File: config.mk
export PLATFORM = sky130hd
export DESIGN_NAME = qfwf_cell
export DESIGN_NICKNAME = d
export VERILOG_FILES = /design/src/hdl/quadratic_fit_window_filter_macros.svh /design/src/hdl/qfwf_pkg.sv /design/src/hdl/qfwf_cell.sv
export SDC_FILE = /design/constraint.sdc
export NUM_CORES = 1
export LEC_CHECK = 0
export BUFFER_PORTS_ARGS = -buffer_cell sky130_fd_sc_hd__clkbuf_2
export CAP_MARGIN = 20
export CORE_ASPECT_RATIO = 1.25
export CORE_MARGIN = 2
export CORE_UTILIZATION = 46
export CTS_BUF_LIST = sky130_fd_sc_hd__clkbuf_2
export DETAILED_ROUTE_END_ITERATION = 10
export GPL_ROUTABILITY_DRIVEN = 0
export GPL_TIMING_DRIVEN = 0
export PLACE_DENSITY = 0.8
export SLEW_MARGIN = 25
export SYNTH_ARGS = -nofsm -noshare
export SYNTH_HDL_FRONTEND = slang
export SYNTH_SLANG_ARGS = --single-unit
File: constraint.sdc
create_clock -name i_clk -period 1.15 [get_ports i_clk]
set_input_delay 0.115 -clock i_clk [delete_from_list [all_inputs] [get_ports i_clk]]
set_output_delay 0.115 -clock i_clk [all_outputs]
set_load 0.01 [all_outputs]
File: src/hdl/quadratic_fit_window_filter_macros.svh
// ----------------------------------------------------------------------------
// Quadratic-fit window filter assertion macros
// Concurrent assertion forms used by the filter's top module.
// ----------------------------------------------------------------------------
`ifndef QUADRATIC_FIT_WINDOW_FILTER_MACROS_SVH
`define QUADRATIC_FIT_WINDOW_FILTER_MACROS_SVH

// Same-cycle implication, checked only while reset is released.
`define QFWF_ASSERT_SAME(lbl, clk, rst_n, ante, cons, msg) \
    lbl: assert property (@(posedge clk) disable iff (!(rst_n)) (ante) |-> (cons)) \
        else $error(msg);

// Next-cycle implication, checked only while reset is released.
`define QFWF_ASSERT_NEXT(lbl, clk, rst_n, ante, cons, msg) \
    lbl: assert property (@(posedge clk) disable iff (!(rst_n)) (ante) |=> (cons)) \
        else $error(msg);

`endif

File: src/hdl/qfwf_pkg.sv
// ----------------------------------------------------------------------------
// Quadratic-fit window filter package
// Field widths, beat types, register indexes and controller states.
// ----------------------------------------------------------------------------
package qfwf_pkg;

    localparam int SAMPLE_W   = 16;
    localparam int COEF_W     = 32;
    localparam int TAP_IDX_W  = 6;
    localparam int RES_W      = 32;
    localparam int TAPS_W     = 7;
    localparam int STEP_W     = 16;
    localparam int HSQ_W      = 24;
    localparam int CFG_IDX_W  = 2;
    localparam int CFG_DATA_W = 24;
    localparam int PROD_W     = SAMPLE_W + COEF_W;

    localparam logic [TAPS_W-1:0] TAPS_RESET = 7'd5;
    localparam logic [STEP_W-1:0] STEP_RESET = 16'd655;
    localparam logic [HSQ_W-1:0]  HSQ_RESET  = 24'd839;

    localparam logic OP_LOAD   = 1'b0;
    localparam logic OP_SAMPLE = 1'b1;

    localparam logic [CFG_IDX_W-1:0] CFG_TAPS = 2'd0;
    localparam logic [CFG_IDX_W-1:0] CFG_STEP = 2'd1;
    localparam logic [CFG_IDX_W-1:0] CFG_HSQ  = 2'd2;

    typedef struct packed {
        logic                        op;
        logic [TAP_IDX_W-1:0]        tap_index;
        logic signed [COEF_W-1:0]    coef_smooth;
        logic signed [COEF_W-1:0]    coef_slope;
        logic signed [COEF_W-1:0]    coef_curve;
        logic signed [SAMPLE_W-1:0]  sample;
    } t_in;

    typedef struct packed {
        logic signed [RES_W-1:0] smoothed;
        logic signed [RES_W-1:0] slope;
        logic signed [RES_W-1:0] curvature;
        logic signed [RES_W-1:0] predicted;
    } t_out;

    typedef struct packed {
        logic signed [COEF_W-1:0] smooth;
        logic signed [COEF_W-1:0] slope;
        logic signed [COEF_W-1:0] curve;
    } t_coefs;

    typedef struct packed {
        logic shift;
        logic scan;
    } t_cell_ctrl;

    typedef enum logic [2:0] {
        ST_IDLE,
        ST_SCAN,
        ST_DRAIN,
        ST_SAT,
        ST_MUL,
        ST_EMIT
    } t_state;

endpackage

File: src/hdl/qfwf_cell.sv
// ----------------------------------------------------------------------------
// Window cell
// Holds one window sample and one scan copy, both fed from the neighbor.
// ----------------------------------------------------------------------------
module qfwf_cell (
    input  logic                                 i_clk,
    input  logic                                 i_rst_n,
    input  qfwf_pkg::t_cell_ctrl                 i_ctrl,
    input  logic signed [qfwf_pkg::SAMPLE_W-1:0] i_win,
    input  logic signed [qfwf_pkg::SAMPLE_W-1:0] i_scan,
    output logic signed [qfwf_pkg::SAMPLE_W-1:0] o_win,
    output logic signed [qfwf_pkg::SAMPLE_W-1:0] o_scan
);
    import qfwf_pkg::*;

    logic signed [SAMPLE_W-1:0] r_win;
    logic signed [SAMPLE_W-1:0] r_scan;

    always_ff @(posedge i_clk) begin
        if (!i_rst_n) begin
            r_win <= '0;
        end else if (i_ctrl.shift) begin
            r_win <= i_win;
        end
    end

    // The scan copy takes the new window value on a shift, then walks
    // toward the last cell one position per cycle.
    always_ff @(posedge i_clk) begin
        if (i_ctrl.shift) begin
            r_scan <= i_win;
        end else if (i_ctrl.scan) begin
            r_scan <= i_scan;
        end
    end

    assign o_win  = r_win;
    assign o_scan = r_scan;

endmodule

# After elaboration in Yosys (flattened, before gate mapping)
# Index checks and enable logic that the tools add are counted.
word_totals:
  register_bits: 32
  input_bits: 36
  out_inout_bits: 32
  wordCells: 5
op_classes:
  muxes: 2
  reduce_logical: 1
op_table:
  columns: ["cell", "count"]
  rows:
  - ["$mux 16", 2]
  - ["$reduce_bool 2->1", 1]

# Longest topological paths before layout
depth:
  depth_word: 2
  depth_mapped: 3
  ltp_nobuf: 2

# Worst setup path after synthesis
# Ideal clock, no wire load.
synth_timing:
  path_type: "input to register"
  start: "input port i_ctrl[1] (netlist bit)"
  end: "register r_scan[0], in the netlist o_scan[0] (enable)"
  setup_ps: 291
  arrival_time_ps: 677
  t_required_ps: 859
  slack_ps: 182
  path_stages: 2
  path_buffers: 1
  path_cell_list: "buf_2 or2_2"
synth_between:
  elab_chain_cells: 1
synth_rtl:
  columns: ["element", "line", "rtl"]
  rows:
  - ["from (decl)", "qfwf_cell.sv:8", "input qfwf_pkg::t_cell_ctrl i_ctrl,"]
  - ["$reduce_bool 2->1 (no source line)", null, null]
  - ["to (signal assigned)", "qfwf_cell.sv:31", "r_scan <= i_win;"]
  - ["to (signal assigned)", "qfwf_cell.sv:33", "r_scan <= i_scan;"]
  - ["to (decl)", "qfwf_cell.sv:17", "logic signed [SAMPLE_W-1:0] r_scan;"]
# No other way between the ends.
# A chain may end at the register's enable or synchronous reset.

# Final worst setup path
layout_timing:
  start: "register r_scan[10], in the netlist o_scan[10]"
  end: "output port o_scan[10] (netlist bit)"
layout_rtl:
  columns: ["element", "line", "rtl"]
  rows:
  - ["to (decl)", "qfwf_cell.sv:12", "output logic signed [qfwf_pkg::SAMPLE_W-1:0] o_scan"]
# No word-level cell between the ends.

==> flow_summary.yaml <==
layout:
  syn_to_final_growth_pct: 44.94
  number_of_diodes: 0
  final_util_pct: 69.50
  fillers: 221
  layout_cell_share_with_drive_strength_beyond_1_pct: 38.28
  design.final.nets: 244
floorplanning:
  std_cell_rows: 21
  die-height_um: 62.81
  io-pin-count: 68
  starting_density_of_the_core_pct: 47.95
  die-area_um2: 3206
  placeableCoreArea_um2: 2654
  die_width_um: 51.04
setup_path:
  cp_slowest_stage_delay_ps: 410
  cp_cell_sequence: "clkbuf_2"
  crit_required_ps: 1030
  path_max_fanout: 1
  critical_path_s_top_delay_family: "flip-flops"
  path_buf_inv: 1
  slowest_stage: "edfxtp_1"
  worst-endpoint-arrival_ps: 930
  crit_start: "o_scan[10]$_DFFE_PP_"
  timing.critical_path.from_type: "flip-flop"
  endpoint_kind: "output port"
  setup.worst_path.class: "reg2out"
  crit-reg2reg-launch: "o_win[5]$_SDFFE_PN0P_"
logic_synthesis:
  synth-warning-count: 0
  syn_avg_cell_area_um2: 10.69
  synth_fp_nets: 155
  synth.yosys.seq_area_share_pct: 62.93
  yosys_register_bits: 32
  synth.lib_cells_used.distinct: 12
  post_synth_inst_count: 119
  synthesis.area_um2: 1272
placement:
  hpwlAfterDp_um: 2279
  placement.io_buffers: 66
clock_tree:
  clock-root-buffer: "clkbuf_2"
  clk_pin_slew_worst_paths_ps: 150
  clock_path_buffers: 2
  cts_tree: "yes"
  cts_resized: 0
  clock_insertion_delay_worst_skew_ps: 360
  cts_num_sinks: 32
  ctsHtreeMaxLevel: 2
  cts_inserted_buffers: 5
sta:
  fin_tns_setup_ps: 0
  clock_skew_ps: 0
  max_clock_freq_ghz: 0.9542
  timing.slew.headroom_pct: 75.49
  rsz0062_at_grt: "false"
  finalHoldViolations: 0
  layout_worst_path_cycle_share_pct: 91.13
  tightestPinTransition_ps: 367.7
  timing_max_transition_violations_final: 0
  report.final.setup_viol: 0
  period_minus_slack_ps: 1048
pwr:
  design_power_total_uw: 2239
  p_leak_uw: 0.0009141
  power_density_nw_per_um2: 1214
  irDropWorstVdd_mv: 0.8590
global_route:
  grt_antenna_before_repair: 0
  grtUsageTotal_pct: 23.19
  grt_max_degree: 17
  gr_util_met2_pct: 37.99
  grt_busiest_layer: "met2"
  grt_met3_usage_pct: 7.656
  grt_util_met1_pct: 23.82
  wire_length_of_the_first_global_routing_pass_um: 5340
  grt_overflow_total: 0
  grt_pass1_vias: 1178
route:
  detailroute.via_count: 1189
  routed_wl_um: 3291
  avgRoutedWirePerCell_um: 13.54
  via_per_inst: 4.893
  postRouteAntennaNets: 0
  drc: 0
  detailedRoute.firstPassIterationCount: 4
  initialDrtViolationCount: 60
hold_path:
  min-delay-path-class: "in2reg"
  startpoint_of_the_tightest_hold_check_path: "i_ctrl[1]"
flow_run:
  maxCapViolations: 0
run_status:
  run_status: "complete, no violations"
==> logic make-up after synthesis <==
family,Yosys count,share of synthesized area [%]
AOI/OAI and AO/OA,32,15.73
DFF,32,62.93
and+or+nand+nor,33,13.08
buffers and inverters,22,8.260
==> worst reg2reg max path: cells and delay by family, from the launching register on <==
kind | cells | cell delay (ps)
DFF | 1 | 390
AOI/OAI and AO/OA | 1 | 140
and+or+nand+nor | 1 | 80
==> final timing paths <==
| path | end | slack [ps] | depth (start not counted) |
|---|---|---|---|
| max | o_scan[10] | 100 | 1 |
| max reg2reg | o_win[5]$_SDFFE_PN0P_ | 490 | 2 |
| min | o_win[15]$_SDFFE_PN0P_ | 40 | 3 |
| min reg2reg | o_win[13]$_SDFFE_PN0P_ | 480 | 2 |
==> flip-flops by register name (all words and copies together), names as in the netlist <==
name / cells
o_scan: 16
o_win: 16
==> cells in the final DEF (no fill, tap or decap) <==
cell           instances
buf_4                  1
buf_6                  2
inv_1                 16
dfxtp_1               16
dlygate4sd3_1         16
or2_2                  1
a21boi_1              16
clkinv_1               1
o21ai_0               16
clkbuf_2              74
nand2_1               16
nand2b_1              16
edfxtp_1              16
buf_2                  2
==> metal layers <==
layer | wire, um | vias to the layer above
li1 | - | 569
met1 | 1205 | 537
met2 | 1697 | 64
met3 | 221 | 19
met4 | 167 | 0
met5 | 0 | -
==> layout make-up <==
type                    instances  area [um^2]  area share (%)
repair buffers                 82        490.5           26.59
clock inverters                 1        3.754          0.2035
multi-input cells              65        366.6           19.88
clock buffers                   7        35.03           1.900
well taps                      34        42.54           2.307
flip-flops and latches         32        800.8           43.42
inverters                      16        60.06           3.256
plain buffers                   6        45.04           2.442
==> cell usage after synthesis <==
library cell  instances  area [um^2]
buf_6                 2        22.52
nand2_1              16        60.06
buf_4                 1        7.510
clkbuf_2              1        5.000
a21boi_1             16        120.1
inv_1                16        60.06
dfxtp_1              16        320.3
buf_2                 2        10.01
o21ai_0              16        80.08
edfxtp_1             16        480.5
or2_2                 1        6.260
nand2b_1             16        100.1
==> power breakdown <==
group / leakage (uW) / total (uW) / switching (uW) / internal, uW
Combinational: 0.000587 / 387 / 192 / 195
Sequential: 0.000297 / 1330 / 34.1 / 1300
Clock: 0.0000306 / 518 / 355 / 163
==> repair_timing <==
| item | 4_1_cts | 5_1_grt |
|---|---|---|
| hold buffers | 16 | 0 |
| endpoints found under the hold margin | 16 | 0 |
| buffers inserted | 0 | 0 |
==> per-stage QoR <==
stage | instance area, um^2 | cells | hold WS [ps] | setup slack, ps
global route | 1844 | 243 | 31.90 | 62.34
global placement | 1645 | 219 | 367.0 | 101.5
finish | 1844 | 243 | 42.35 | 102.0
floorplan | 1272 | 119 | 265.9 | 182.3
detailed placement | 1645 | 219 | 376.1 | 97.86
CTS | 1844 | 243 | 16.77 | 87.32
Note: power is estimated with default switching activity, not from simulation.
