File: src/hdl/quadratic_fit_window_filter_macros.svh
// ----------------------------------------------------------------------------
// Quadratic-fit window filter assertion macros
// Concurrent assertion forms used by the filter's top module.
// ----------------------------------------------------------------------------
`ifndef QUADRATIC_FIT_WINDOW_FILTER_MACROS_SVH
`define QUADRATIC_FIT_WINDOW_FILTER_MACROS_SVH

// Same-cycle implication, checked only while reset is released.
`define QFWF_ASSERT_SAME(lbl, clk, rst_n, ante, cons, msg) \
    lbl: assert property (@(posedge clk) disable iff (!(rst_n)) (ante) |-> (cons)) \
        else $error(msg);

// Next-cycle implication, checked only while reset is released.
`define QFWF_ASSERT_NEXT(lbl, clk, rst_n, ante, cons, msg) \
    lbl: assert property (@(posedge clk) disable iff (!(rst_n)) (ante) |=> (cons)) \
        else $error(msg);

`endif

File: src/hdl/qfwf_ram.sv
// ----------------------------------------------------------------------------
// Generic RAM
// One write port and one read port with registered read data.
// ----------------------------------------------------------------------------
module qfwf_ram #(
    parameter int WIDTH = 32,
    parameter int DEPTH = 64,
    localparam int AW = (DEPTH > 1) ? $clog2(DEPTH) : 1
) (
    input  logic             i_clk,
    input  logic             i_we,
    input  logic [AW-1:0]    i_waddr,
    input  logic [WIDTH-1:0] i_wdata,
    input  logic [AW-1:0]    i_raddr,
    output logic [WIDTH-1:0] o_rdata
);

    logic [WIDTH-1:0] r_mem [DEPTH];
    logic [WIDTH-1:0] r_rdata;

    always_ff @(posedge i_clk) begin
        if (i_we) begin
            r_mem[i_waddr] <= i_wdata;
        end
        r_rdata <= r_mem[i_raddr];
    end

    assign o_rdata = r_rdata;

endmodule

File: config.mk
export PLATFORM = sky130hd
export DESIGN_NAME = qfwf_ram
export DESIGN_NICKNAME = d
export VERILOG_FILES = /design/src/hdl/quadratic_fit_window_filter_macros.svh /design/src/hdl/qfwf_ram.sv
export SDC_FILE = /design/constraint.sdc
export NUM_CORES = 2
export LEC_CHECK = 0
export BUFFER_PORTS_ARGS = -buffer_cell sky130_fd_sc_hd__clkbuf_2
export CAP_MARGIN = 10
export CORE_UTILIZATION = 65
export DETAILED_ROUTE_END_ITERATION = 10
export PLACE_DENSITY = 0.83
export REMOVE_ABC_BUFFERS = 1
export SETUP_SLACK_MARGIN = 0.02
export SYNTH_ARGS = -nofsm -noshare
export SYNTH_HDL_FRONTEND = slang
export SYNTH_SLANG_ARGS = --single-unit
File: constraint.sdc
create_clock -name i_clk -period 9 [get_ports i_clk]
set_input_delay 1.35 -clock i_clk [delete_from_list [all_inputs] [get_ports i_clk]]
set_output_delay 1.35 -clock i_clk [all_outputs]
set_load 0.02 [all_outputs]
Word level (Yosys, flattened, before mapping)
Memory sizes are Yosys's and may differ from the RTL's. A register that Yosys moved wholly into a read port is not among the register bits.
Index checks and enable logic that the tools add are counted.
{ "totals": {"regBits": 0, "ramBits": 2048, "inputBits": 46, "output_inout_bits": 32, "word_cells": 3, "mem_count": 1} }
{ "mem_list": {"columns": ["memory", "depth", "word_bits", "rd", "rd_ports_with_merged_regs", "write_ports", "line", "rtl"], "rows": [
  ["r_mem", 64, 32, 1, 1, 1, "qfwf_ram.sv:18", "logic [WIDTH-1:0] r_mem [DEPTH];"]
]} }
{ "op_classes": {"mux": 2} }
{ "ops": {"columns": ["op", "count"], "rows": [
  ["2-to-1 mux 1 bit", 2]
]} }

Longest topological paths before layout
{ "logic_depth": {"depth_word": 2, "depth_mapped": 10, "depth_no_buf": 5} }

Worst setup path after synthesis
Ideal clock, no wire load.
{ "synth_path": {"path_type": "input -> register", "startpoint": "input i_waddr[3]", "endpoint": "memory r_mem[48][0] (enable)", "arrival_ns": 4.049, "required_ns": 8.539, "slack_ns": 4.490, "stages": 4, "path_cell_list": "clkbuf_1 nor2b_1 nand4b_1 nor3_1"} }
{ "synth_rtl": {"columns": ["item", "line", "rtl"], "rows": [
  ["start: declaration", "qfwf_ram.sv:12", "input logic [AW-1:0] i_waddr,"],
  ["end: declaration", "qfwf_ram.sv:18", null]
]} }
No word-level cell before the write port.

==> results by group <==
Status
  – Status: finished, final reports clean

Detailed routing
  – Met1 routed wirelength after detailed routing: 66100 µm
  – Top sig layer: met5
  – WL final: ~220000 µm
  – Detail Route met3 WL: around 29000 µm
  – DR vias/cell: ~7.5
  – Final routed wire length divided by cell count: between 40 and 50 µm
  – DR iter-0 viols: approximately 7000
  – DRC violation count after routing: 0
  – Detail Route Antenna Nets: 0
  – Routed wl met2: 107000 µm
  – Vias after detailed routing: 39600
  – TritonRoute pass-1 iters: 7

Power
  – Maximum vdd drop: approximately 220 µV
  – Switching power share of the total: between 20% and 30%
  – Part of the total power dissipated in combinational logic: approximately 5.4%
  – Int Pwr: approximately 15000 µW
  – Pleak: roughly 0.027 µW
  – Net Switching: between 4000 and 5000 µW
  – Power per cell area: about 220 nW/µm²
  – Clock network power share: between 30% and 40%
  – Sequential Power Share: 55.6%

Final layout
  – Number of nets in the finished design: between 3000 and 4000
  – Fraction of layout instances using a drive strength above 1: ~29%
  – Cell Count, Final, Fillers Out: roughly 5300
  – Finished layout cell area: ~87000 µm²
  – Fin util: ~73%
  – Synthesis-to-layout area growth: 11.1%
  – Filler cell count: slightly above 6000

Clock network
  – Hold bufs inserted after CTS: 0
  – TritonCTS Sinks: 2080
  – Post-CTS Setup Inserts: 0
  – Number of levels the H-tree was split into: 4
  – Max Root-Sink Buffers: 3
  – CTS root buffer: sky130_fd_sc_hd__clkbuf_16
  – Post-CTS Resized: 0
  – Clock latency on the worst-skew pair: 0.81 ns
  – Clock-pin slew of the registers on the worst-case setup and hold paths: 0.06 ns
  – Cts bufs inserted: between 150 and 200
  – Clock tree from TritonCTS: yes

Placement
  – Dpl hpwl: 102000 µm
  – Placed cell area: about 80000 µm²
  – Routability congestion estimate from global placement: between 0.8 and 0.9
  – Placed instance count: ~4900
  – Quantity of I/O buffers inserted on ports: 77

Setup path
  – Largest delay share family, worst path: buffers and inverters
  – Crit-path max cell delay: 0.75 ns
  – Critical path required time: between 9 and 10 ns
  – Most repeated library cell on the critical path: sky130_fd_sc_hd__a21oi_1
  – CP Launch Type: primary input
  – Worst path slowest cell: sky130_fd_sc_hd__a21oi_1
  – Buffers & Inverters on Critical Path: 3
  – Data arrival time of the worst path: just over 5 ns
  – Start-to-end type of the worst setup path: primary input to flop
  – Critical-path cell list: buf_8, buf_12, buf_4, mux4_2, mux2i_1, a21oi_1, a21oi_1, nor2_1
  – Peak fanout along the critical path: between 80 and 90
  – Crit path capture type: flop

Logic synthesis
  – Register area share after synthesis: about four fifths
  – Dominant combinational cell family by area after synthesis: multiplexers
  – Mean area per synthesized cell: 23.6 µm²
  – Fraction of synthesized area in multiplexers: between 10% and 20%
  – Summed instance area of the synthesized netlist: about 79000 µm²
  – Number of library cell types mapped by synthesis: 34
  – Synthesized-area fraction occupied by adder cells: 0%
  – Simple-gate share of the synthesized area: under 10%
  – FF+latch count, synth: between 2000 and 2500
  – Synth Area in XOR/XNOR: 0%
  – Synthesized instance count: ~3300
  – Synthesis Warnings: 0
  – Compound-cell area share of the yosys netlist: under 10%

Floorplan
  – Number of top-level design ports: 78
  – Die Span X: roughly 350 µm
  – Effective utilization at floorplan: about 66%
  – Count of standard-cell rows: approximately 130
  – Die Y: between 300 and 400 µm
  – Full die area: around 120000 µm²
  – Core box area: 120000 µm²

Timing
  – Pins Over Slew Limit: 0
  – Max frequency: 0.225 GHz
  – Period utilisation layout: 49.4%
  – # setup viols final: 0
  – Final Skew: between 0.03 and 0.04 ns
  – Hold violation count in the final report: 0
  – Post-route minimum period: around 4.4 ns
  – Headroom to the max-slew limit: 8.32%
  – Unrepaired setup endpoints after global routing: false
  – Sum of negative setup slack: 0 ns
  – Measured slew at the worst slew-check pin: ~1.4 ns

GRT
  – Number of antenna violations at the first check in global routing: 19
  – Overflow left after global routing: 0
  – Total track usage: a little over a third
  – Wire length of the first global-routing pass: a little under 300000 µm
  – Pin count of the biggest net entering global routing: about 130
  – Vias in the first global route: ~40000

Flow run
  – Number of max-cap violations: 0

Hold path
  – Type of the tightest min-delay check: flop to flop
[state kept, by name (all words and copies together) (netlist names)]
register	cells
r_mem	2048
o_rdata	32
[path summary, 6_finish.rpt]
kind            startpoint     endpoint  slack (ns)  cells after the start
max             i_raddr[0]  o_rdata[14]        4.56                      8
min           r_mem[13][8]   o_rdata[8]        0.85                      4
max reg2reg  r_mem[26][18]  o_rdata[18]        6.25                      4
min reg2reg   r_mem[13][8]   o_rdata[8]        0.85                      4
[layout by cell type, fill, tap and decap left out, types with 38 or more instances in the layout]
cell,n
sky130_fd_sc_hd__mux4_2,544
sky130_fd_sc_hd__buf_4,110
sky130_fd_sc_hd__edfxtp_1,2048
sky130_fd_sc_hd__clkbuf_1,45
sky130_fd_sc_hd__nor2_4,62
sky130_fd_sc_hd__clkinv_2,38
sky130_fd_sc_hd__clkinv_1,41
sky130_fd_sc_hd__clkbuf_2,73
sky130_fd_sc_hd__o22ai_1,84
sky130_fd_sc_hd__mux2i_1,93
sky130_fd_sc_hd__clkbuf_16,191
sky130_fd_sc_hd__nor2_1,74
sky130_fd_sc_hd__a21oi_1,62
[kinds of logic (layout without fill, tap and decap cells)]
| kind of cell | count (synthesis) | in the layout |
|---|---|---|
| AO/OA/AOI/OAI | 202 | 202 |
| buffers and inverters | 182 | 529 |
| multiplexers | 637 | 637 |
| flip-flops | 2080 | 2080 |
| other | 0 | 4 |
| AND/OR/NAND/NOR | 223 | 223 |
[stage by stage]
stage	hold WS, ns	setup slack (ns)	total power (µW)
3_3_place_gp	0.744	4.05	11900
6_report	0.848	4.56	19400
4_1_cts	0.849	4.63	19400
5_1_grt	0.903	4.44	19700
2_1_floorplan	0.663	4.64	11400
3_5_place_dp	0.737	3.96	12000
[final cells by class]
type	count	area, µm²	area share [%]
Multi-Input combinational cell	1062	16000	18.3
Antenna cell	4	10.0	0.0115
Timing Repair Buffer	195	1420	1.62
Clock buffer	243	5040	5.79
Sequential cell	2080	62100	71.3
Clock inverter	91	594	0.682
Tap cell	1612	2020	2.31
[cells in the mapped netlist]
library cell               number  area share, %
sky130_fd_sc_hd__a21oi_1       62           0.40
sky130_fd_sc_hd__a22oi_1       12           0.11
sky130_fd_sc_hd__a311oi_1       8          0.089
sky130_fd_sc_hd__a31oi_1        1         0.0080
sky130_fd_sc_hd__a41o_1         4          0.051
sky130_fd_sc_hd__and2_1         2          0.016
sky130_fd_sc_hd__and3_1         4          0.032
sky130_fd_sc_hd__buf_1         21           0.10
sky130_fd_sc_hd__buf_2         57           0.36
sky130_fd_sc_hd__buf_4         25           0.24
sky130_fd_sc_hd__buf_6          5          0.072
sky130_fd_sc_hd__clkbuf_1      74           0.35
sky130_fd_sc_hd__dfxtp_1       32           0.82
sky130_fd_sc_hd__edfxtp_1    2048             78
sky130_fd_sc_hd__mux2i_1       93            1.2
sky130_fd_sc_hd__mux4_2       544             16
sky130_fd_sc_hd__nand2_1       26           0.12
sky130_fd_sc_hd__nand2b_1       8          0.064
sky130_fd_sc_hd__nand3_1        5          0.032
sky130_fd_sc_hd__nand3b_1       5          0.048
sky130_fd_sc_hd__nand4_1        2          0.016
sky130_fd_sc_hd__nand4b_1       1          0.011
sky130_fd_sc_hd__nor2_1       137           0.65
sky130_fd_sc_hd__nor2b_1       15           0.12
sky130_fd_sc_hd__nor3_1         7          0.045
sky130_fd_sc_hd__o221ai_1      27           0.30
sky130_fd_sc_hd__o22ai_1       84           0.67
sky130_fd_sc_hd__o32ai_1        4          0.045
sky130_fd_sc_hd__or2_0          1         0.0080
sky130_fd_sc_hd__or2_1          1         0.0080
sky130_fd_sc_hd__or2_2          1         0.0080
sky130_fd_sc_hd__or3_1          3          0.024
sky130_fd_sc_hd__or3b_1         2          0.022
sky130_fd_sc_hd__or3b_2         3          0.033
[per-layer routing]
metal | up-vias | GRT usage (%)
met3 | 765 | 9.33
met2 | 3862 | 58.3
met4 | 14 | 20.7
li1 | 14600 | -
met1 | 20300 | 44.6
met5 | - | 0
[power by group through the flow]
stage	sequential [µW]	combinational, µW	clock, µW
after global routing	10800	1060	7910
after floorplan	11000	397	0
after detailed placement	11000	994	0
after CTS	10800	1020	7580
after global placement	11000	953	0
final	10800	1040	7570
[tightest hold or removal path, cell delays in order (launching register included)]
cell and delay [ns]:
sky130_fd_sc_hd__edfxtp_1 0.32, sky130_fd_sc_hd__mux2i_1 0.08, sky130_fd_sc_hd__nand2_1 0.09, sky130_fd_sc_hd__a311oi_1 0.14, sky130_fd_sc_hd__nor3_1 0.18
No activity file was read; power rests on OpenSTA's default activity.
