## config.mk

```make
export PLATFORM = sky130hd
export DESIGN_NAME = qfwf_mac
export DESIGN_NICKNAME = d
export VERILOG_FILES = /design/src/hdl/quadratic_fit_window_filter_macros.svh /design/src/hdl/qfwf_pkg.sv /design/src/hdl/qfwf_mac.sv
export SDC_FILE = /design/constraint.sdc
export NUM_CORES = 2
export LEC_CHECK = 0
export BUFFER_PORTS_ARGS = -buffer_cell sky130_fd_sc_hd__buf_4
export CORE_MARGIN = 4
export CORE_UTILIZATION = 45
export CTS_CLUSTER_SIZE = 14
export DETAILED_ROUTE_END_ITERATION = 6
export SYNTH_ARGS = -nofsm -noshare
export SYNTH_HDL_FRONTEND = slang
export SYNTH_SLANG_ARGS = --single-unit
```

## constraint.sdc

```tcl
create_clock -name i_clk -period 10.9 [get_ports i_clk]
set_input_delay 1.09 -clock i_clk [delete_from_list [all_inputs] [get_ports i_clk]]
set_output_delay 1.09 -clock i_clk [all_outputs]
set_load 0.01 [all_outputs]
```

## src/hdl/quadratic_fit_window_filter_macros.svh

```systemverilog
// ----------------------------------------------------------------------------
// Quadratic-fit window filter assertion macros
// Concurrent assertion forms used by the filter's top module.
// ----------------------------------------------------------------------------
`ifndef QUADRATIC_FIT_WINDOW_FILTER_MACROS_SVH
`define QUADRATIC_FIT_WINDOW_FILTER_MACROS_SVH

// Same-cycle implication, checked only while reset is released.
`define QFWF_ASSERT_SAME(lbl, clk, rst_n, ante, cons, msg) \
    lbl: assert property (@(posedge clk) disable iff (!(rst_n)) (ante) |-> (cons)) \
        else $error(msg);

// Next-cycle implication, checked only while reset is released.
`define QFWF_ASSERT_NEXT(lbl, clk, rst_n, ante, cons, msg) \
    lbl: assert property (@(posedge clk) disable iff (!(rst_n)) (ante) |=> (cons)) \
        else $error(msg);

`endif

```

## src/hdl/qfwf_pkg.sv

```systemverilog
// ----------------------------------------------------------------------------
// Quadratic-fit window filter package
// Field widths, beat types, register indexes and controller states.
// ----------------------------------------------------------------------------
package qfwf_pkg;

    localparam int SAMPLE_W   = 16;
    localparam int COEF_W     = 32;
    localparam int TAP_IDX_W  = 6;
    localparam int RES_W      = 32;
    localparam int TAPS_W     = 7;
    localparam int STEP_W     = 16;
    localparam int HSQ_W      = 24;
    localparam int CFG_IDX_W  = 2;
    localparam int CFG_DATA_W = 24;
    localparam int PROD_W     = SAMPLE_W + COEF_W;

    localparam logic [TAPS_W-1:0] TAPS_RESET = 7'd5;
    localparam logic [STEP_W-1:0] STEP_RESET = 16'd655;
    localparam logic [HSQ_W-1:0]  HSQ_RESET  = 24'd839;

    localparam logic OP_LOAD   = 1'b0;
    localparam logic OP_SAMPLE = 1'b1;

    localparam logic [CFG_IDX_W-1:0] CFG_TAPS = 2'd0;
    localparam logic [CFG_IDX_W-1:0] CFG_STEP = 2'd1;
    localparam logic [CFG_IDX_W-1:0] CFG_HSQ  = 2'd2;

    typedef struct packed {
        logic                        op;
        logic [TAP_IDX_W-1:0]        tap_index;
        logic signed [COEF_W-1:0]    coef_smooth;
        logic signed [COEF_W-1:0]    coef_slope;
        logic signed [COEF_W-1:0]    coef_curve;
        logic signed [SAMPLE_W-1:0]  sample;
    } t_in;

    typedef struct packed {
        logic signed [RES_W-1:0] smoothed;
        logic signed [RES_W-1:0] slope;
        logic signed [RES_W-1:0] curvature;
        logic signed [RES_W-1:0] predicted;
    } t_out;

    typedef struct packed {
        logic signed [COEF_W-1:0] smooth;
        logic signed [COEF_W-1:0] slope;
        logic signed [COEF_W-1:0] curve;
    } t_coefs;

    typedef struct packed {
        logic shift;
        logic scan;
    } t_cell_ctrl;

    typedef enum logic [2:0] {
        ST_IDLE,
        ST_SCAN,
        ST_DRAIN,
        ST_SAT,
        ST_MUL,
        ST_EMIT
    } t_state;

endpackage

```

## src/hdl/qfwf_mac.sv

```systemverilog
// ----------------------------------------------------------------------------
// Triple multiply-accumulate
// Registered products, then three running sums for the three fits.
// ----------------------------------------------------------------------------
module qfwf_mac #(
    parameter int ACC_W = 55
) (
    input  logic                                 i_clk,
    input  logic                                 i_rst_n,
    input  logic                                 i_clear,
    input  logic                                 i_valid,
    input  logic signed [qfwf_pkg::SAMPLE_W-1:0] i_x,
    input  qfwf_pkg::t_coefs                     i_coefs,
    output logic signed [ACC_W-1:0]              o_acc_smooth,
    output logic signed [ACC_W-1:0]              o_acc_slope,
    output logic signed [ACC_W-1:0]              o_acc_curve
);
    import qfwf_pkg::*;

    logic                     r_pvalid;
    logic signed [PROD_W-1:0] r_p_smooth;
    logic signed [PROD_W-1:0] r_p_slope;
    logic signed [PROD_W-1:0] r_p_curve;
    logic signed [ACC_W-1:0]  r_acc_smooth;
    logic signed [ACC_W-1:0]  r_acc_slope;
    logic signed [ACC_W-1:0]  r_acc_curve;

    always_ff @(posedge i_clk) begin
        if (!i_rst_n) begin
            r_pvalid <= 1'b0;
        end else begin
            r_pvalid <= i_valid;
        end
    end

    always_ff @(posedge i_clk) begin
        r_p_smooth <= PROD_W'(i_coefs.smooth * i_x);
        r_p_slope  <= PROD_W'(i_coefs.slope * i_x);
        r_p_curve  <= PROD_W'(i_coefs.curve * i_x);
    end

    // ACC_W leaves room for a full window of products, so the sums are exact.
    always_ff @(posedge i_clk) begin
        if (i_clear) begin
            r_acc_smooth <= '0;
            r_acc_slope  <= '0;
            r_acc_curve  <= '0;
        end else if (r_pvalid) begin
            r_acc_smooth <= r_acc_smooth + ACC_W'(r_p_smooth);
            r_acc_slope  <= r_acc_slope + ACC_W'(r_p_slope);
            r_acc_curve  <= r_acc_curve + ACC_W'(r_p_curve);
        end
    end

    assign o_acc_smooth = r_acc_smooth;
    assign o_acc_slope  = r_acc_slope;
    assign o_acc_curve  = r_acc_curve;

endmodule
```

Word-level counts from Yosys, hierarchy flattened --
Index checks and enable logic that the tools add are counted.
Cells by class: add/subtract/negate cells 3, $mul 3
Operator list (number):
- $add 55x48->55 | 3
- $mul 32x16->48 | 3
Storage, ports and cells: register bits 310, input port bits 116, word-level logic and storage cells 13

Longest topological paths before layout --
depth after elaboration 1, mapped depth 27

Worst setup path after synthesis --
No wires, ideal clock.
path kind input to register, start point input i_x[1] (netlist name), end point register r_p_smooth[43], arrival 7.297 ns, required time 10.783 ns, setup slack 3.486 ns, cell stages on the path 24, buffers on the path 3, path through clkbuf_1 -> clkbuf_1 -> clkbuf_1 -> nand2_1 -> fa_1 -> fa_1 -> fa_1 -> inv_1 -> fa_1 -> fa_1 -> inv_1 -> fa_1 -> inv_1 -> ha_1 -> a21o_1 -> a21o_1 -> a21oi_1 -> o211ai_1 -> o31a_1 -> a31oi_1 -> o211ai_1 -> a211oi_2 -> mux2i_1 -> nand2_1
Between the ends: cells in the longest elaborated chain, start to end 1
Ends and longest elaborated chain:
- start, declared | line qfwf_mac.sv:12 | input logic signed [qfwf_pkg::SAMPLE_W-1:0] i_x,
- $mul 32x16->48 | line qfwf_mac.sv:37 | r_p_smooth <= PROD_W'(i_coefs.smooth * i_x);
- end signal, assigned | line qfwf_mac.sv:37
- end, declared | line qfwf_mac.sv:21 | logic signed [PROD_W-1:0] r_p_smooth;
Every way passes these cells. A chain may end at the register's enable or synchronous reset.

Final worst setup path --
start point input i_x[15] (netlist name), end point register r_p_curve[46]
Between the ends: cells in the longest elaborated chain, start to end 1
Ends and longest elaborated chain:
- $mul 32x16->48 | line qfwf_mac.sv:39 | r_p_curve <= PROD_W'(i_coefs.curve * i_x);
- end signal, assigned | line qfwf_mac.sv:39
- end, declared | line qfwf_mac.sv:23 | logic signed [PROD_W-1:0] r_p_curve;
Every way passes these cells.

==> key figures <==
Global route
  – First-pass GRT wire length: roughly 330000 um
  – Antenna violations before repair: 22
  – GRT busiest layer: met2
  – Met1 Track Usage GR: 0.365
  – Met3 usage: 0.0377
  – Met2 Usage GRT: 0.414
  – Global-route usage over all layers: 0.256
  – Gr ovfl total: 0
  – Largest net degree at the start of global routing: 70
  – Vias in the first global route: approximately 58000

Timing
  – Slew HR: 0.152
  – Fin. Hold Viols: 0
  – Worst setup slack after layout: between 2 and 3 ns
  – Period utilization: 0.755
  – Period minus WS final: ~8.2 ns
  – Setup tns final: 0 ns
  – Final hold slack: roughly 0.48 ns
  – Worst slew pin tran: roughly 1.3 ns
  – Clk_skew: around 0.015 ns
  – Final Setup Violations: 0
  – Fin. max-slew vios: 0
  – Fmax: ~0.12 GHz
  – RSZ-0062 raised after global routing: no

Cells and area
  – Area delta synth->final: 7.14%
  – Final #Nets: 10200
  – Area of the multi-input gates: between 0.05 and 0.06 mm2
  – Share of layout cells above drive strength 1: 0.0531
  – FILL cells: ~15000
  – Post-layout util: 0.486
  – Area occupied by registers: 0.00621 mm2

Drt
  – Via count: around 55000
  – DR DRC count: 0
  – Vias per cell: about 5.3
  – WL final: just over 200000 um
  – Drt first pass iters: 5
  – Antenna-violating nets left: 0
  – DRT iter0 DRCs: between 3000 and 4000
  – Wirelength per Cell: roughly 20 um

Placement
  – Final Wtd Congestion: 0.946
  – Port Buffers: 280
  – Detailed Place HPWL: between 150000 and 200000 um
  – Dpl ws: ~2.1 ns

Floorplanning
  – Core Box Area: ~0.16 mm2
  – Initial Util: 0.453
  – Row Count: between 100 and 150
  – Die width: 405 um
  – Boundary pin count: about 280
  – Die Ht: roughly 400 um
  – Die footprint: 0.164 mm2

Yosys
  – Syn Nets: roughly 10000
  – Flops & latches, synth: 310
  – Simple-gate share of the synthesized area: 0.157
  – Adder-Cell Fraction of Synth Area: 0.502
  – Synth Area per Inst: a little under 9 um2
  – Mux cell area share after synthesis: 0.0115
  – Post-Synth XOR/XNOR Area: 0.0351
  – Post-synth EDFFs: 0
  – Largest family of logic cells by synthesized area: adder cells
  – Netlist Area Pre-Place: about 0.07 mm2
  – Yosys cell types: 85
  – Synth async-reset ratio: 0
  – Post-synthesis compound-gate area fraction: 0.0957
  – Dominant synthesized flop cell: dfxtp_1
  – YS warnings: 0
  – Sequential share of the synthesized area: 0.0877
  – Synth top area cells: fa_1, inv_1, ha_1, dfxtp_1, and2_1
  – Cells after Synth: between 8000 and 9000
  – Area leader, netlist: fa_1
  – Top-area cell type share of the netlist area: 0.413

Run status
  – Status: finished clean

Min path
  – Worst hold path type: flop to flop
  – Hold_sp: o_acc_smooth[50]

Worst setup path
  – Crit path cell chain: buf_4 -> clkinv_2 -> buf_4 -> nor2_1 -> fa_1 -> fa_1 -> fa_1 -> fa_1 -> fa_1 -> inv_1 -> fa_1 -> inv_1 -> ha_1 -> nand3_1 -> nor2_1 -> a32oi_1 -> o21a_1 -> o21ba_2 -> o31ai_1 -> a221oi_1 -> a211o_1 -> xnor2_1
  – WS Path Type: primary input to flop
  – Crit-path slowest cell: clkinv_2
  – Startpoint types: primary input
  – Worst path arrival time: roughly 8.7 ns
  – Reg2reg start: o_acc_slope[0]
  – Most frequent CP cell: fa_1
  – Worst setup path start: i_x[15]
  – CP Data Required Time: roughly 11 ns
  – Worst Path Max Fanout: 42
  – CP peak stage delay: ~0.80 ns
  – Crit end category: flop

Clocking
  – CTS sink cnt: a little over 300
  – Clk root buf: clkbuf_16
  – H-tree lvl count: 2
  – Post-CTS Hold Buffers: 0
  – CTS tree: yes
  – CTS buffer count: 40
  – Post-CTS sizing: 0
  – Reg clk slew, reported paths: 0.06 ns
  – Setup Buffers After CTS: 0
  – Clk Latency, worst-skew pair: around 0.60 ns
  – Clock Tree Buf Depth: 3

Run
  – Max-cap violation count: 0
[worst paths after layout]
check                                        end  slack, ns  cells past startpoint
worst max-delay path               r_p_curve[46]       2.67                     22
worst min-delay path            o_acc_smooth[50]       0.48                      2
worst max register to register   o_acc_slope[42]       6.49                     13
worst min register to register  o_acc_smooth[50]       0.48                      2
[critical path, delay by kind of cell]
family | cells | cell delay, ns
xor gates and xnor gates | 1 | 0.13
adders and majority gates | 7 | 3.16
AOI/OAI and AO/OA | 6 | 1.95
and+or+nand+nor | 3 | 0.41
buffers and inverters | 5 | 1.84
[cells in the mapped netlist, types with 5 or more instances]
cell type  count
inv_1       1721
a31oi_1       30
dfxtp_1      310
nor2b_1       26
a211oi_1      44
o31ai_1       25
o221ai_1       5
a41o_1         8
nand3_1       69
mux2i_1       80
and3_1        38
a21o_1       185
a21oi_1      292
nand2b_1      43
nand2_1     1030
or2_2         12
clkbuf_1     365
a221oi_1      12
nor3_1        43
o21a_1        47
nor4_1        14
a211o_1        5
o21bai_1      53
a41oi_1       11
buf_1          6
o31a_1         5
or3_1         12
xor2_1        87
o2111ai_1      8
o211ai_1      21
and2_1       628
nand4_1       45
a31o_2         7
a2111oi_0      8
fa_1        1461
o22ai_1        8
nor2_1       355
and4_1         8
a21boi_0      12
o21ai_0      189
xnor2_1      197
ha_1         504
[stage by stage]
stage               cell area (um2)  std cells
global placement              74400      10100
detailed placement            74400      10100
global route                  75800      10200
CTS                           75800      10200
floorplan                     70800       8112
finish                        75800      10200
[kinds of logic (layout without fill, tap and decap cells)]
logic type / Yosys count / after routing
and+or+nand+nor: 2341 / 2341
buffers and inverters: 2095 / 2113
adders and majority gates: 1965 / 1965
AOI/OAI and AO/OA: 1036 / 1036
DFF: 310 / 310
xor gates and xnor gates: 284 / 284
muxes: 81 / 81
other: 0 / 15
[metal layers]
| metal | share of wire | up-vias |
|---|---|---|
| li1 | - | 24700 |
| met1 | 0.45 | 27900 |
| met2 | 0.46 | 1644 |
| met3 | 0.067 | 278 |
| met4 | 0.024 | 8 |
| met5 | 0.00021 | - |
[flip-flops by register name, indices dropped and copies added (netlist names)]
| signal | count |
|---|---|
| o_acc_curve | 55 |
| o_acc_slope | 55 |
| o_acc_smooth | 55 |
| r_p_curve | 48 |
| r_p_slope | 48 |
| r_p_smooth | 48 |
| r_pvalid | 1 |
[area by class of cell]
cell class | count | area share
multi-input cells | 5707 | 0.748
inverters | 1722 | 0.0852
flip-flops and latches | 310 | 0.0819
well taps | 2058 | 0.0340
repair buffers | 320 | 0.0321
clock buffers | 52 | 0.0148
clock inverters | 19 | 0.00341
diodes | 15 | 0.000495
[layout by cell type (no fill, tap or decap), drive strengths merged, types with 69 or more instances in the layout]
| master | Yosys | layout |
|---|---|---|
| nand2 | 1030 | 1030 |
| nor2 | 355 | 355 |
| and2 | 629 | 629 |
| o21ai | 193 | 193 |
| a21oi | 292 | 292 |
| nand3 | 69 | 69 |
| a21o | 185 | 185 |
| dfxtp | 310 | 310 |
| xor2 | 87 | 87 |
| ha | 504 | 504 |
| xnor2 | 197 | 197 |
| mux2i | 80 | 80 |
| inv | 1722 | 1722 |
| buf | 7 | 319 |
| fa | 1461 | 1461 |
Power is left out: the tool's default activity adds up to more than one toggle a clock period on the data nets, which glitch-free logic cannot reach.
